==> config.mk <==
export PLATFORM = sky130hd
export DESIGN_NAME = utf8_stream_validator
export DESIGN_NICKNAME = d
export VERILOG_FILES = /design/src/sv/u8v_pkg.sv /design/src/sv/u8v_step.sv /design/src/sv/utf8_stream_validator.sv
export SDC_FILE = /design/constraint.sdc
export NUM_CORES = 1
export LEC_CHECK = 0
export BUFFER_PORTS_ARGS = -buffer_cell sky130_fd_sc_hd__buf_2
export CAP_MARGIN = 25
export CORE_MARGIN = 8
export CORE_UTILIZATION = 37
export CTS_BUF_LIST = sky130_fd_sc_hd__clkbuf_4 sky130_fd_sc_hd__clkbuf_8
export CTS_CLUSTER_SIZE = 30
export DETAILED_ROUTE_END_ITERATION = 8
export PLACE_DENSITY = 0.57
export SLEW_MARGIN = 20
export SYNTH_ARGS = -nofsm -noshare
export SYNTH_HDL_FRONTEND = slang
export SYNTH_SLANG_ARGS = --single-unit
==> constraint.sdc <==
create_clock -name clk -period 1.7 [get_ports clk]
set_clock_uncertainty 0.2 [all_clocks]
set_input_delay 0.085 -clock clk [delete_from_list [all_inputs] [get_ports clk]]
set_output_delay 0.085 -clock clk [all_outputs]
set_load 0.05 [all_outputs]
==> src/sv/u8v_pkg.sv <==
package u8v_pkg;

    localparam logic [7:0] BYTE_HIGH     = 8'h80;
    localparam logic [7:0] LEAD_TWO      = 8'hC0;
    localparam logic [7:0] LEAD_THREE    = 8'hE0;
    localparam logic [7:0] LEAD_FOUR     = 8'hF0;
    localparam logic [7:0] LEAD_FIVE     = 8'hF8;
    localparam logic [7:0] LEAD_SIX_LO   = 8'hFC;
    localparam logic [7:0] LEAD_SIX_HI   = 8'hFD;
    localparam logic [1:0] CONT_TAG      = 2'b10;

    localparam int unsigned DATA_W = 8;

    typedef struct packed {
        logic [2:0] bytes_owed;
        logic       saw_high_byte;
        logic       error_seen;
    } state_t;

    typedef struct packed {
        logic all_ascii;
        logic malformed;
        logic is_utf8;
    } result_t;

    function automatic logic [2:0] owed_for_lead(input logic [7:0] b);
        logic [2:0] owed;
        if (b >= LEAD_SIX_LO && b <= LEAD_SIX_HI)
        begin
            owed = 3'd5;
        end
        else if (b >= LEAD_FIVE)
        begin
            owed = 3'd4;
        end
        else if (b >= LEAD_FOUR)
        begin
            owed = 3'd3;
        end
        else if (b >= LEAD_THREE)
        begin
            owed = 3'd2;
        end
        else
        begin
            owed = 3'd1;
        end
        return owed;
    endfunction

endpackage

==> src/sv/u8v_step.sv <==
module u8v_step (
    input  u8v_pkg::state_t  state_cur,
    input  logic [7:0]       data_byte,
    output u8v_pkg::state_t  state_upd,
    output u8v_pkg::result_t result
);
    import u8v_pkg::*;

    logic bad;

    always_comb
    begin
        state_upd = state_cur;
        if (data_byte[7])
        begin
            state_upd.saw_high_byte = 1'b1;
        end
        if (state_cur.bytes_owed == 3'd0)
        begin
            if (data_byte >= LEAD_TWO)
            begin
                state_upd.bytes_owed = owed_for_lead(data_byte);
            end
            else if (data_byte >= BYTE_HIGH)
            begin
                state_upd.error_seen = 1'b1;
            end
        end
        else
        begin
            if (data_byte[7:6] != CONT_TAG)
            begin
                state_upd.error_seen = 1'b1;
                state_upd.bytes_owed = 3'd0;
            end
            else
            begin
                state_upd.bytes_owed = state_cur.bytes_owed - 3'd1;
            end
        end
    end

    assign bad              = state_upd.error_seen || (state_upd.bytes_owed != 3'd0);
    assign result.is_utf8   = !bad && state_upd.saw_high_byte;
    assign result.malformed = bad;
    assign result.all_ascii = !state_upd.saw_high_byte;

endmodule

==> src/sv/utf8_stream_validator.sv <==
// Channel   Dir  Fields (low bit up)                          Accepted when
// s_*       in   tdata[7:0] data_byte, tlast last_byte        s_tvalid && s_tready
// m_*       out  tdata[0] is_utf8, [1] malformed,             m_tvalid && m_tready
//                [2] all_ascii, [7:3] zero
//
// One byte per cycle while no last byte waits; a last byte passes the input register,
// then its result is registered. The bytes_owed and flag update loops via state_reg.
// Reset clears the valid flags and the text state; the data registers are not reset.
// With m_tready low a finished result holds; bytes that are not last keep
// flowing, and a last byte waits in the input register until the result slot frees.
module utf8_stream_validator (
    input  logic       clk,
    input  logic       rst_n,
    input  logic       s_tvalid,
    output logic       s_tready,
    input  logic [7:0] s_tdata,   // [7:0] data_byte
    input  logic       s_tlast,
    output logic       m_tvalid,
    input  logic       m_tready,
    output logic [7:0] m_tdata    // [0] is_utf8, [1] malformed, [2] all_ascii
);
    import u8v_pkg::*;

    logic                in_valid_reg;
    logic [DATA_W-1:0]   in_byte_reg;
    logic                in_last_reg;
    state_t              state_reg;
    state_t              state_upd;
    state_t              state_next;
    result_t             step_result;
    logic                out_valid_reg;
    result_t             out_result_reg;
    logic                out_free;
    logic                advance;

    u8v_step u_step (
        .state_cur (state_reg),
        .data_byte (in_byte_reg),
        .state_upd (state_upd),
        .result    (step_result)
    );

    assign out_free   = !out_valid_reg || m_tready;
    assign advance    = in_valid_reg && (!in_last_reg || out_free);
    assign s_tready   = !in_valid_reg || advance;
    assign state_next = in_last_reg ? state_t'('0) : state_upd;

    always_ff @(posedge clk or negedge rst_n)
    begin
        if (!rst_n)
        begin
            in_valid_reg  <= 1'b0;
            out_valid_reg <= 1'b0;
            state_reg     <= '0;
        end
        else
        begin
            if (s_tready)
            begin
                in_valid_reg <= s_tvalid;
            end
            if (advance)
            begin
                state_reg <= state_next;
            end
            if (advance && in_last_reg)
            begin
                out_valid_reg <= 1'b1;
            end
            else if (m_tready)
            begin
                out_valid_reg <= 1'b0;
            end
        end
    end

    always_ff @(posedge clk)
    begin
        if (s_tready && s_tvalid)
        begin
            in_byte_reg <= s_tdata;
            in_last_reg <= s_tlast;
        end
        if (advance && in_last_reg)
        begin
            out_result_reg <= step_result;
        end
    end

    assign m_tvalid = out_valid_reg;
    assign m_tdata  = {5'b0, out_result_reg.all_ascii, out_result_reg.malformed,
                       out_result_reg.is_utf8};

    a_clear_after_last: assert property (@(posedge clk) disable iff (!rst_n)
        advance && in_last_reg |=> state_reg == state_t'('0))
        else $error("text state not cleared after last byte");

    a_exclusive_verdict: assert property (@(posedge clk) disable iff (!rst_n)
        out_valid_reg |-> !(out_result_reg.is_utf8 && out_result_reg.malformed))
        else $error("result both valid UTF-8 and malformed");

    a_ascii_not_utf8: assert property (@(posedge clk) disable iff (!rst_n)
        out_valid_reg && out_result_reg.all_ascii |-> !out_result_reg.is_utf8)
        else $error("all-ASCII text flagged as UTF-8");

    a_last_held: assert property (@(posedge clk) disable iff (!rst_n)
        in_valid_reg && in_last_reg && !out_free |=> in_valid_reg && in_last_reg)
        else $error("last byte dropped while result slot busy");

endmodule

-- Word-level counts from Yosys, hierarchy flattened
Cells that the tools add are included.
- flip-flop bits (word level): 19
- bits of input ports: 13
- word-level logic and storage cells: 51
- add/subtract/negate cells: 1
- magnitude comparators: 7
- eq/ne operators: 1
- mux-type cells: 15
- reductions and logical operators: 17
- operator list (operator ; count):
    $ge 8x8->1 const B ; 6
    $mux 3 ; 6
    $le 8x8->1 const B ; 1
    $mux 1 ; 7
    $logic_and 1x1->1 ; 5
    $logic_not 1->1 ; 5
    $mux 5 ; 1
    $logic_or 1x1->1 ; 4
    $logic_not 3->1 ; 1
    $reduce_bool 3->1 ; 1
    $sub 3x1->3 const B ; 1
    $mux 2 ; 1
    $ne 2x2->1 const B ; 1
    $reduce_bool 2->1 ; 1

-- Depth between registers and ports, before layout
Gate-level depths: netlist of run 1.
- depth in word-level cells: 11
- mapped depth: 7
- gate-level depth less buffers: 7

-- Modules after synthesis
From an unflattened synthesis of run 1, not the netlist that was laid out.
- cell total of the unflattened synthesis: 93
- area, all modules: 1013.5 µm²
- by module, submodules not included (module ; instances ; cells an instance ; area each (µm²)):
    utf8_stream_validator ; 1 ; 56 ; 802.0
    u8v_step ; 1 ; 37 ; 211.5

-- Worst setup path after synthesis of run 1
Ideal clock, no wire load.
- path type: flip-flop to flip-flop
- start: register out_valid_reg (netlist: m_tvalid)
- end: register in_byte_reg[1], enable pin
- arrival time: 1.753 ns
- data required time: 1.221 ns
- setup slack: -0.532 ns
- stages on the path, launching flop included: 3
- clock period less this slack: 2.232 ns
- cell sequence: dfrtp_1 -> nand4b_1 -> and2_1
- word-level cells in the longest chain between the ends: 6
- ends and longest elaborated chain (what ; line ; text):
    start, declared ; utf8_stream_validator.sv:31 ; logic out_valid_reg;
    start signal, assigned ; utf8_stream_validator.sv:53 ; out_valid_reg <= 1'b0;
    start signal, assigned ; utf8_stream_validator.sv:68 ; out_valid_reg <= 1'b1;
    start signal, assigned ; utf8_stream_validator.sv:72 ; out_valid_reg <= 1'b0;
    $logic_not 1->1 ; utf8_stream_validator.sv:43 ; assign out_free = !out_valid_reg || m_tready;
    $logic_or 1x1->1 ; utf8_stream_validator.sv:43 ;
    $logic_or 1x1->1 ; utf8_stream_validator.sv:44 ; assign advance = in_valid_reg && (!in_last_reg || out_free);
    $logic_and 1x1->1 ; utf8_stream_validator.sv:44 ;
    $logic_or 1x1->1 ; utf8_stream_validator.sv:45 ; assign s_tready = !in_valid_reg || advance;
    via s_tready ; utf8_stream_validator.sv:15 ; output logic s_tready,
    $logic_and 1x1->1 ; utf8_stream_validator.sv:79 ; if (s_tready && s_tvalid)
    end signal, assigned ; utf8_stream_validator.sv:81 ; in_byte_reg <= s_tdata;
    end, declared ; utf8_stream_validator.sv:25 ; logic [DATA_W-1:0] in_byte_reg;
The timed path passes the listed nets, and every way through them passes these cells.
A chain may end at the register's enable or synchronous reset.

==> results by group, run 1 <==
Critical path
  – Type of the worst setup path: reg -> reg
  – CP Cell Sequence: inv_2, ha_4, and2b_4, o2111ai_1, a21boi_1, nand4bb_4
  – Worst setup EP type: register
  – Crit path buf inv count: 1
  – CP required: 1.53 ns
  – CP delay by family, top: flip-flops
  – Crit start category: register
  – Arrival @ worst endpoint: 1.57 ns
  – Cell depth of the worst setup path: 6
  – Crit path largest cell delay: 0.41 ns
  – Worst-path fanout max: 5
  – Slowest CP cell: dfrtp_1
  – Reg2reg path depth: 6

Global routing
  – GRT met2 Usage: 16.4%
  – Global Route Usage Sum: 9.21%
  – Grt met3 use: 2.68%
  – Most Used Layer, Global Route: met2
  – Initial antenna violation count: 0
  – GRT overflow: 0
  – Number of global-route vias before repair: 755
  – First-pass GRT wire length: 3.26 mm
  – Largest net degree at the start of global routing: 11
  – Met1 GRT Util: 10.1%

Synth
  – Synthesized flop and latch total: 18
  – Syn_area_per_cell: 12.4 um^2
  – Number of distinct library cells after synthesis: 38
  – Sequential area share after synthesis: 53.1%
  – Synthesized instance count: 77
  – Post-synthesis cell area: 952 um^2
  – YS warnings: 0

Placed design
  – Hpwl dp: 1.37 mm
  – Area after DPL: 0.00112 mm^2
  – Port Buffers: 16
  – Pre-CTS setup slack: -0.0547 ns
  – RD Place Congestion: 0.828
  – Placed cell count: 130

Final layout
  – Max FFs per register: 7
  – Final core occ: 55.5%
  – Layout net count: 140
  – Most common cell after layout, fill and taps aside: buf_2
  – Diodes inserted: 0
  – Synth-to-layout area growth: 43.0%
  – Layout cells sized above 1: 43.5%
  – Finished Layout Cells: 154
  – Commonest non-fill, non-tap cells in the layout: 16 x buf_2, 15 x buf_4, 13 x dlygate4sd3_1
  – Final instance area: 0.00136 mm^2

Pwr
  – VDD IR max: 640 uV
  – P_int: 0.935 mW
  – LEAKAGE: 0.584 nW
  – Switching power: 0.436 mW
  – Clock power share: 18.7%
  – Sequential power share: 40.3%
  – Switching portion of total power: 31.8%
  – PD cells: 1010 mW/mm^2
  – Pwr Total: 1.37 mW
  – Comb power frac: 41.1%

Clock tree
  – CTS Sinks: 18
  – Num CTS Buffers: 3
  – CTS Buffer Depth: 2
  – Clk slew on worst S/H paths: 0.10 ns
  – CTS root buffer: clkbuf_4
  – Worst skew pair latency: 0.29 ns
  – CTS tree: built
  – H-Tree Depth: 1

Floorplanning
  – Core Area: 0.00245 mm^2
  – Die width: 66.7 um
  – Die ar.: 0.00445 mm^2
  – Starting Density: 38.8%
  – Num rows: 18
  – Io pins: 23
  – Die height: 66.7 um

Run status
  – Failing checks: negative setup slack
  – Outcome: finished with violations

Routing
  – Initial DRC Count: 22
  – Total vias in the final route: 709
  – Final wirelength: 1.94 mm
  – DRT Pass-1 Iters: 4
  – WL per Instance: 12.6 um
  – Remaining DRCs: 0
  – Vias per cell: 4.60
  – Post-route ant nets: 0

Hold path
  – Hold crit path type: in -> reg
  – Hold Path Depth: 2

STA
  – Final Max Tran Viols: 0
  – Hold_ws: 0.307 ns
  – RSZ-0062 raised after global routing: true
  – Setup ws final: -0.0428 ns
  – # setup viols final: 2
  – Period utilisation layout: 103%
  – Fmax: 574 MHz
  – Final min period: 1.74 ns
  – Setup_tns: -0.0435 ns
  – Fin. Hold Viols: 0

Job
  – Max-cap viol count: 0
repair_timing:
action,4_1_cts,5_1_grt
gates resized for setup,1,3
endpoints found under the setup margin,3,4
buffers inserted,4,3
hold buffers,13,0
pin swaps,2,1
endpoints found under the hold margin,17,0
synth_stat cells:
cell type	count	area share [%]
o22a_1	1	0.92
nor3_1	1	0.53
edfxtp_1	11	35
conb_1	1	0.39
a21o_2	1	0.92
ha_1	2	2.6
o31ai_4	1	2.2
nor2_2	2	1.3
buf_6	1	1.2
buf_4	5	3.9
nand2b_2	1	0.92
a2111oi_2	1	1.6
o2111ai_1	1	0.92
a21boi_0	1	0.79
and2b_4	1	1.1
and3_1	1	0.66
a21oi_1	2	1.1
nand2b_1	2	1.3
dfrtp_1	7	18
nor2_1	5	2.0
nand4b_1	1	0.92
nand3_1	2	1.1
nand2_1	3	1.2
nand3b_1	1	0.79
o21ai_0	1	0.53
a22o_1	3	2.8
nor2b_2	1	0.92
and2_1	1	0.66
xnor2_1	1	0.92
inv_1	5	2.0
a21oi_2	1	0.92
o22ai_1	2	1.3
inv_2	1	0.39
o32ai_1	1	0.92
mux2i_1	2	2.1
nand4bb_4	1	2.9
nand2b_4	1	1.4
a2bb2oi_1	1	0.92
power groups by stage:
stage | combinational, mW | clock (mW) | sequential [mW]
5_1_grt | 0.614 | 0.275 | 0.560
4_1_cts | 0.536 | 0.267 | 0.554
2_1_floorplan | 0.331 | 0 | 0.594
6_report | 0.563 | 0.256 | 0.552
3_3_place_gp | 0.488 | 0 | 0.562
3_5_place_dp | 0.490 | 0 | 0.564
worst register-to-register path, stage by stage, from the launching register on:
cell,delay [ns]
dfrtp_1,0.41
inv_2,0.09
ha_4,0.16
and2b_4,0.19
o2111ai_1,0.10
a21boi_1,0.14
nand4bb_4,0.21
path summary, 6_finish.rpt:
kind                                           from                  endpoint  slack, ns
setup / recovery           state_reg[2]$_DFFE_PN0P_      m_tdata[1]$_DFFE_PP_      -0.04
hold / removal                           s_tdata[1]  in_byte_reg[1]$_DFFE_PP_       0.31
setup reg to reg           state_reg[2]$_DFFE_PN0P_      m_tdata[1]$_DFFE_PP_      -0.04
hold reg to reg            state_reg[1]$_DFFE_PN0P_  state_reg[1]$_DFFE_PN0P_       0.34
max in group asynchronous                     rst_n      m_tvalid$_DFFE_PN0P_       0.50
min in group asynchronous                     rst_n  state_reg[4]$_DFFE_PN0P_       0.54
metal layers:
metal	share of wire [%]	up-vias
met2	50	16
met4	0.67	0
met5	0	-
met3	5.3	2
li1	-	365
met1	44	326
cell families (layout without fill, tap and decap cells):
family,after synthesis,in the layout,synth area share [%]
multiplexers,2,2,2.10
XOR/XNOR,1,1,0.920
AO/OA/AOI/OAI,17,17,15.8
AND/OR/NAND/NOR,24,24,17.6
other,1,5,0.394
buffers and inverters,12,55,7.49
adder cells (fa/ha/maj),2,2,2.63
flip-flops,18,18,53.1
cell type report:
class | count | area [um^2]
Inverter | 6 | 22.5
Timing Repair Buffer | 45 | 328
Fill cell | 225 | 1090
Sequential cell | 18 | 507
Tap cell | 30 | 37.5
Multi-Input combinational cell | 51 | 430
Clock buffer | 4 | 36.3
No activity file was read; power rests on OpenSTA's default activity.
==> run 2: changes to the inputs <==
--- a/config.mk
+++ b/config.mk
@@ -12,7 +12,8 @@
 export CTS_BUF_LIST = sky130_fd_sc_hd__clkbuf_4 sky130_fd_sc_hd__clkbuf_8
 export CTS_CLUSTER_SIZE = 30
 export DETAILED_ROUTE_END_ITERATION = 8
-export PLACE_DENSITY = 0.57
+export PLACE_DENSITY = 0.55
+export RECOVER_POWER = 100
 export SLEW_MARGIN = 20
 export SYNTH_ARGS = -nofsm -noshare
 export SYNTH_HDL_FRONTEND = slang
==> constraint.sdc (replaced) <==
create_clock -name clk -period 1.8 [get_ports clk]
set_clock_uncertainty 0.2 [all_clocks]
set_input_delay 0.09 -clock clk [delete_from_list [all_inputs] [get_ports clk]]
set_output_delay 0.09 -clock clk [all_outputs]
set_load 0.05 [all_outputs]
==> run 2 against run 1 <==
Against the previous run: the run now ends clean; sequential cell count did not move; non-clock buffer count down 8; hold slack better by 0.0048 ns; combinational power is 8.3% lower; clock power shrank 7%; first-iteration DRC count is 14% higher; final cell count down 5.2%.
==> results by group, run 2 (synthesized netlist as in run 1, its figures left out) <==
Placed design
  – Hpwl dp: 1.30 mm (-5.0%)
  – Placed cell count: 126 (-3.1%)
  – Pre-CTS setup slack: -0.0220 ns (+0.0327 ns)
  – Port Buffers: 16 (unchanged)
  – RD Place Congestion: 0.818 (-1.2%)

Floorplanning
  – Starting Density: 38.8% (unchanged)
  – Core Area: 0.00245 mm^2 (unchanged)
  – Io pins: 23 (unchanged)
  – Die ar.: 0.00445 mm^2 (unchanged)
  – Die height: 66.7 um (unchanged)
  – Num rows: 18 (unchanged)
  – Die width: 66.7 um (unchanged)

Global routing
  – Largest net degree at the start of global routing: 11 (unchanged)
  – Initial antenna violation count: 0 (unchanged)
  – GRT overflow: 0 (unchanged)
  – Global Route Usage Sum: 9.09% (-0.13 points)
  – First-pass GRT wire length: 3.17 mm (-2.7%)
  – Number of global-route vias before repair: 721 (-4.5%)

Clock tree
  – Num CTS Buffers: 3 (unchanged)
  – Clk slew on worst S/H paths: 0.10 ns (about the same)
  – H-Tree Depth: 1 (unchanged)
  – Worst skew pair latency: 0.28 ns (about the same)
  – CTS Sinks: 18 (unchanged)
  – CTS tree: built
  – CTS Buffer Depth: 2 (unchanged)
  – CTS root buffer: clkbuf_4

Final layout
  – Diodes inserted: 0 (unchanged)
  – Filler Cells Inserted: 235 (+4.4%)
  – Finished Layout Cells: 146 (-5.2%)
  – Synth-to-layout area growth: 37.1%
  – Most common cell after layout, fill and taps aside: dlygate4sd3_1
  – Area of the multi-input gates: 437 um^2 (+1.5%)
  – Layout net count: 132 (-5.7%)
  – Commonest non-fill, non-tap cells in the layout: 13 x dlygate4sd3_1, 12 x buf_2, 11 x edfxtp_1
  – Max FFs per register: 7 (unchanged)
  – Final core occ: 53.2% (-2.3 points)
  – Layout cells sized above 1: 37.9% (-5.6 points)
  – Reg area: 507 um^2 (unchanged)

Routing
  – WL per Instance: 12.5 um (-0.84%)
  – Initial DRC Count: 25 (+14%)
  – Final wirelength: 1.82 mm (-6.0%)
  – Post-route ant nets: 0 (unchanged)
  – Vias per cell: 4.83 (+4.9%)
  – Remaining DRCs: 0 (unchanged)
  – Total vias in the final route: 705 (-0.56%)
  – DRT Pass-1 Iters: 4 (unchanged)

Critical path
  – Cell depth of the worst setup path: 6 (unchanged)
  – Arrival @ worst endpoint: 1.59 ns (+0.02 ns)
  – CP delay by family, top: flip-flops
  – Slowest CP cell: dfrtp_1
  – R2R Setup Slk: 0.05 ns (+0.09 ns)
  – CP Cell Sequence: inv_2, ha_4, nand2b_4, mux2i_1, o22ai_2, nand4bb_4
  – Crit path largest cell delay: 0.38 ns (-0.03 ns)
  – CP required: 1.63 ns (+0.10 ns)
  – Crit start category: register
  – Worst-path fanout max: 5 (unchanged)
  – Crit path buf inv count: 1 (unchanged)
  – Worst setup EP type: register
  – Type of the worst setup path: reg -> reg
  – Reg2reg path depth: 6 (unchanged)

Pwr
  – VDD IR max: 576 uV (-10%)
  – LEAKAGE: 0.533 nW (-8.8%)
  – PD cells: 981 mW/mm^2 (-2.7%)

STA
  – Setup_tns: 0 ns (+0.0435 ns)
  – Final Max Tran Viols: 0 (unchanged)
  – Setup ws final: 0.0462 ns (+0.0890 ns)
  – Max transition margin: 60.3%
  – Period utilisation layout: 97.4% (-5.1 points)
  – Fin. Hold Viols: 0 (unchanged)
  – Worst Tran Pin Value: 0.598 ns
  – Fmax: 570 MHz (-0.62%)
  – Final min period: 1.75 ns (+0.0110 ns)
  – # setup viols final: 0 (-2)

Hold path
  – Hold crit path type: in -> reg
  – Hold Path Depth: 2 (unchanged)

Run status
  – Outcome: finished clean

Job
  – Max-cap viol count: 0 (unchanged)
run 2: final timing paths:
path,to,from
max in group asynchronous,m_tvalid$_DFFE_PN0P_,rst_n
min reg2reg,state_reg[1]$_DFFE_PN0P_,state_reg[1]$_DFFE_PN0P_
max reg2reg,m_tdata[1]$_DFFE_PP_,state_reg[2]$_DFFE_PN0P_
min in group asynchronous,state_reg[4]$_DFFE_PN0P_,rst_n
max,m_tdata[1]$_DFFE_PP_,state_reg[2]$_DFFE_PN0P_
min,in_byte_reg[4]$_DFFE_PP_,s_tdata[4]
run 2: routing by layer:
| metal | up-vias | share of wire (%) | GRT usage, % |
|---|---|---|---|
| li1 | 347 | - | - |
| met1 | 339 | 44 | 10.4 |
| met2 | 15 | 50 | 15.3 |
| met3 | 4 | 4.9 | 2.52 |
| met4 | 0 | 1.2 | 4.00 |
| met5 | - | 0 | 0 |
run 2: timing repair:
action,in CTS,in global routing
resized for setup,4,6
endpoints found under the hold margin,17,0
pin swaps,0,3
buffers inserted,1,2
setup endpoints to repair,2,2
hold buffers,13,0
cloned,0,0
run 2: final cells by class:
type | count | share of cell area, %
Sequential cell | 18 | 38.8
Multi-Input combinational cell | 51 | 33.5
Timing Repair Buffer | 37 | 20.3
Tap cell | 30 | 2.88
Clock buffer | 4 | 2.78
Inverter | 6 | 1.73
run 2: power by group:
group | internal (mW) | switching [mW] | leakage (nW) | total [mW]
Clock | 0.123 | 0.116 | 0.0210 | 0.239
Sequential | 0.492 | 0.0321 | 0.195 | 0.524
Combinational | 0.259 | 0.258 | 0.317 | 0.516
Total | 0.873 | 0.406 | 0.533 | 1.28
run 2: metrics by stage:
step                      instance area, um^2  hold WS, ns  total power [mW]
final                                    1310        0.312              1.28
after global routing                     1310        0.302              1.35
after CTS                                1260        0.296              1.24
after detailed placement                 1080       -0.268             0.954
after global placement                   1080       -0.265             0.951
after floorplan                           971       -0.406             0.857
==> run 3: changes to the inputs <==
--- a/config.mk
+++ b/config.mk
@@ -14,6 +14,7 @@
 export DETAILED_ROUTE_END_ITERATION = 8
 export PLACE_DENSITY = 0.55
 export RECOVER_POWER = 100
+export REMOVE_ABC_BUFFERS = 1
 export SLEW_MARGIN = 20
 export SYNTH_ARGS = -nofsm -noshare
 export SYNTH_HDL_FRONTEND = slang
==> constraint.sdc (replaced) <==
create_clock -name clk -period 1.8 [get_ports clk]
set_clock_uncertainty 0.2 [all_clocks]
set_input_delay 0.18 -clock clk [delete_from_list [all_inputs] [get_ports clk]]
set_output_delay 0.18 -clock clk [all_outputs]
set_load 0.05 [all_outputs]
==> run 3 against run 2 <==
Against the previous run: sequential share of layout area hardly changed; highest routed layer unchanged; design area is 0.29% lower; worst setup slack worse by 0.019 ns.
==> results by group, run 3 (synthesized netlist as in run 1, its figures left out) <==
Run status
  – Outcome: finished clean

Floorplanning
  – Die width: 66.7 um (unchanged)
  – Die ar.: 0.00445 mm^2 (unchanged)
  – Num rows: 18 (unchanged)
  – Core Area: 0.00245 mm^2 (unchanged)
  – Starting Density: 38.8% (unchanged)
  – Io pins: 23 (unchanged)
  – Die height: 66.7 um (unchanged)

STA
  – Fin. Hold Viols: 0 (unchanged)
  – Worst Tran Pin Value: 0.598 ns (+0.000158 ns)
  – Final Max Tran Viols: 0 (unchanged)
  – Hold_ws: 0.125 ns (-0.186 ns)
  – Fmax: 564 MHz (-1.1%)
  – Period utilisation layout: 98.5% (+1.1 points)
  – Final min period: 1.77 ns (+0.0192 ns)
  – Setup ws final: 0.0270 ns (-0.0192 ns)
  – # setup viols final: 0 (unchanged)
  – Max transition margin: 60.3% (about the same)
  – RSZ-0062 raised after global routing: true

Job
  – Max-cap viol count: 0 (unchanged)

Critical path
  – Type of the worst setup path: reg -> reg
  – Crit path largest cell delay: 0.53 ns (+0.15 ns)
  – R2r startpoint: in_byte_reg[7]$_DFFE_PP_
  – Arrival @ worst endpoint: 1.60 ns (about the same)
  – Reg2reg path depth: 4 (-2)
  – Worst-path fanout max: 9 (+4)
  – CP Cell Sequence: and3_1, a2bb2oi_1, o22ai_2, nand4bb_4
  – R2R Setup Slk: 0.03 ns (-0.02 ns)
  – Slowest CP cell: edfxtp_1
  – Reg-to-reg endpoint: m_tdata[1]$_DFFE_PP_
  – Worst setup EP type: register
  – Crit start category: register
  – CP required: 1.63 ns (about the same)

Final layout
  – Layout cells sized above 1: 37.1% (-0.86 points)
  – Synth-to-layout area growth: 36.7%
  – Diodes inserted: 0 (unchanged)
  – Max FFs per register: 7 (unchanged)
  – Finished Layout Cells: 146 (unchanged)
  – Commonest non-fill, non-tap cells in the layout: 11 x dlygate4sd3_1, 11 x edfxtp_1, 10 x buf_2
  – Layout net count: 132 (unchanged)
  – Final core occ: 53.0% (-0.15 points)

Global routing
  – Number of global-route vias before repair: 742 (+2.9%)
  – First-pass GRT wire length: 3.06 mm (-3.5%)
  – GRT overflow: 0 (unchanged)
  – Global Route Usage Sum: 8.92% (-0.17 points)
  – Initial antenna violation count: 0 (unchanged)
  – Largest net degree at the start of global routing: 11 (unchanged)

Placed design
  – Placed cell count: 126 (unchanged)
  – Pre-CTS setup slack: -0.0145 ns (+0.00745 ns)
  – Port Buffers: 16 (unchanged)
  – RD Place Congestion: 0.871 (+6.5%)
  – Hpwl dp: 1.34 mm (+3.3%)

Pwr
  – PD cells: 1010 mW/mm^2 (+2.6%)
  – VDD IR max: 539 uV (-6.5%)
  – LEAKAGE: 0.529 nW (-0.74%)
  – Pwr Total: 1.31 mW (+2.4%)

Routing
  – Vias per cell: 4.77 (-1.1%)
  – WL per Instance: 13.1 um (+4.9%)
  – Post-route ant nets: 0 (unchanged)
  – DRT Pass-1 Iters: 4 (unchanged)
  – Remaining DRCs: 0 (unchanged)
  – Final wirelength: 1.91 mm (+4.9%)
  – Initial DRC Count: 15 (-40%)
  – Total vias in the final route: 697 (-1.1%)

Clock tree
  – CTS root buffer: clkbuf_4
  – Clk slew on worst S/H paths: 0.09 ns (about the same)
  – CTS Sinks: 18 (unchanged)
  – CTS tree: built
  – CTS Buffer Depth: 2 (unchanged)
  – Worst skew pair latency: 0.28 ns (about the same)
  – H-Tree Depth: 1 (unchanged)
  – Num CTS Buffers: 3 (unchanged)

Hold path
  – Hold crit path type: in -> async
## run 3: worst max-delay path by stage
stage	end	slack (ns)	start	depth (start not counted)
3_5_place_dp	m_tdata[1]$_DFFE_PP_	-0.01	state_reg[2]$_DFFE_PN0P_	6
2_1_floorplan	in_byte_reg[1]$_DFFE_PP_	-0.43	m_tvalid$_DFFE_PN0P_	2
4_1_cts	m_tdata[1]$_DFFE_PP_	0.003	state_reg[2]$_DFFE_PN0P_	6
6_report	m_tdata[1]$_DFFE_PP_	0.03	in_byte_reg[7]$_DFFE_PP_	4
5_1_grt	m_tdata[1]$_DFFE_PP_	-0.07	state_reg[2]$_DFFE_PN0P_	6
3_3_place_gp	m_tdata[1]$_DFFE_PP_	0.003	state_reg[2]$_DFFE_PN0P_	6
## run 3: cell type report
cell class / count / area (um^2)
repair buffers: 37 / 262
multi-input cells: 51 / 438
clock buffers: 4 / 36.3
flip-flops and latches: 18 / 505
fillers: 214 / 1150
inverters: 6 / 22.5
well taps: 30 / 37.5
## run 3: power by group
part	internal, mW	switching (mW)	leakage, nW
clock	0.123	0.113	0.0210
sequential	0.491	0.0326	0.196
combinational	0.279	0.270	0.312
## run 3: what timing repair did
item / in CTS / in global routing
endpoints found under the setup margin: 2 / 3
hold endpoints to repair: 17 / 0
resized for setup: 3 / 9
setup buffers: 1 / 4
pin swaps: 0 / 2
hold buffers: 11 / 0
## run 3: metrics by stage
stage / instance area (um^2) / TNS [ns]
floorplan: 918 / -3.46
global placement: 1070 / 0
detailed placement: 1070 / -0.0145
CTS: 1230 / 0
global route: 1300 / -0.122
finish: 1300 / 0
## run 3: worst max-delay path: cells and delay by family (launching register included)
kind            cells  cell delay (ns)
flops               1             0.53
compound gates      2             0.29
simple gates        2             0.50
## run 3: per-layer routing
metal | share of wire, % | track usage [%]
met1 | 41 | 8.96
met2 | 54 | 16.2
met3 | 4.5 | 3.36
met4 | 0.63 | 3.20
met5 | 0 | 0
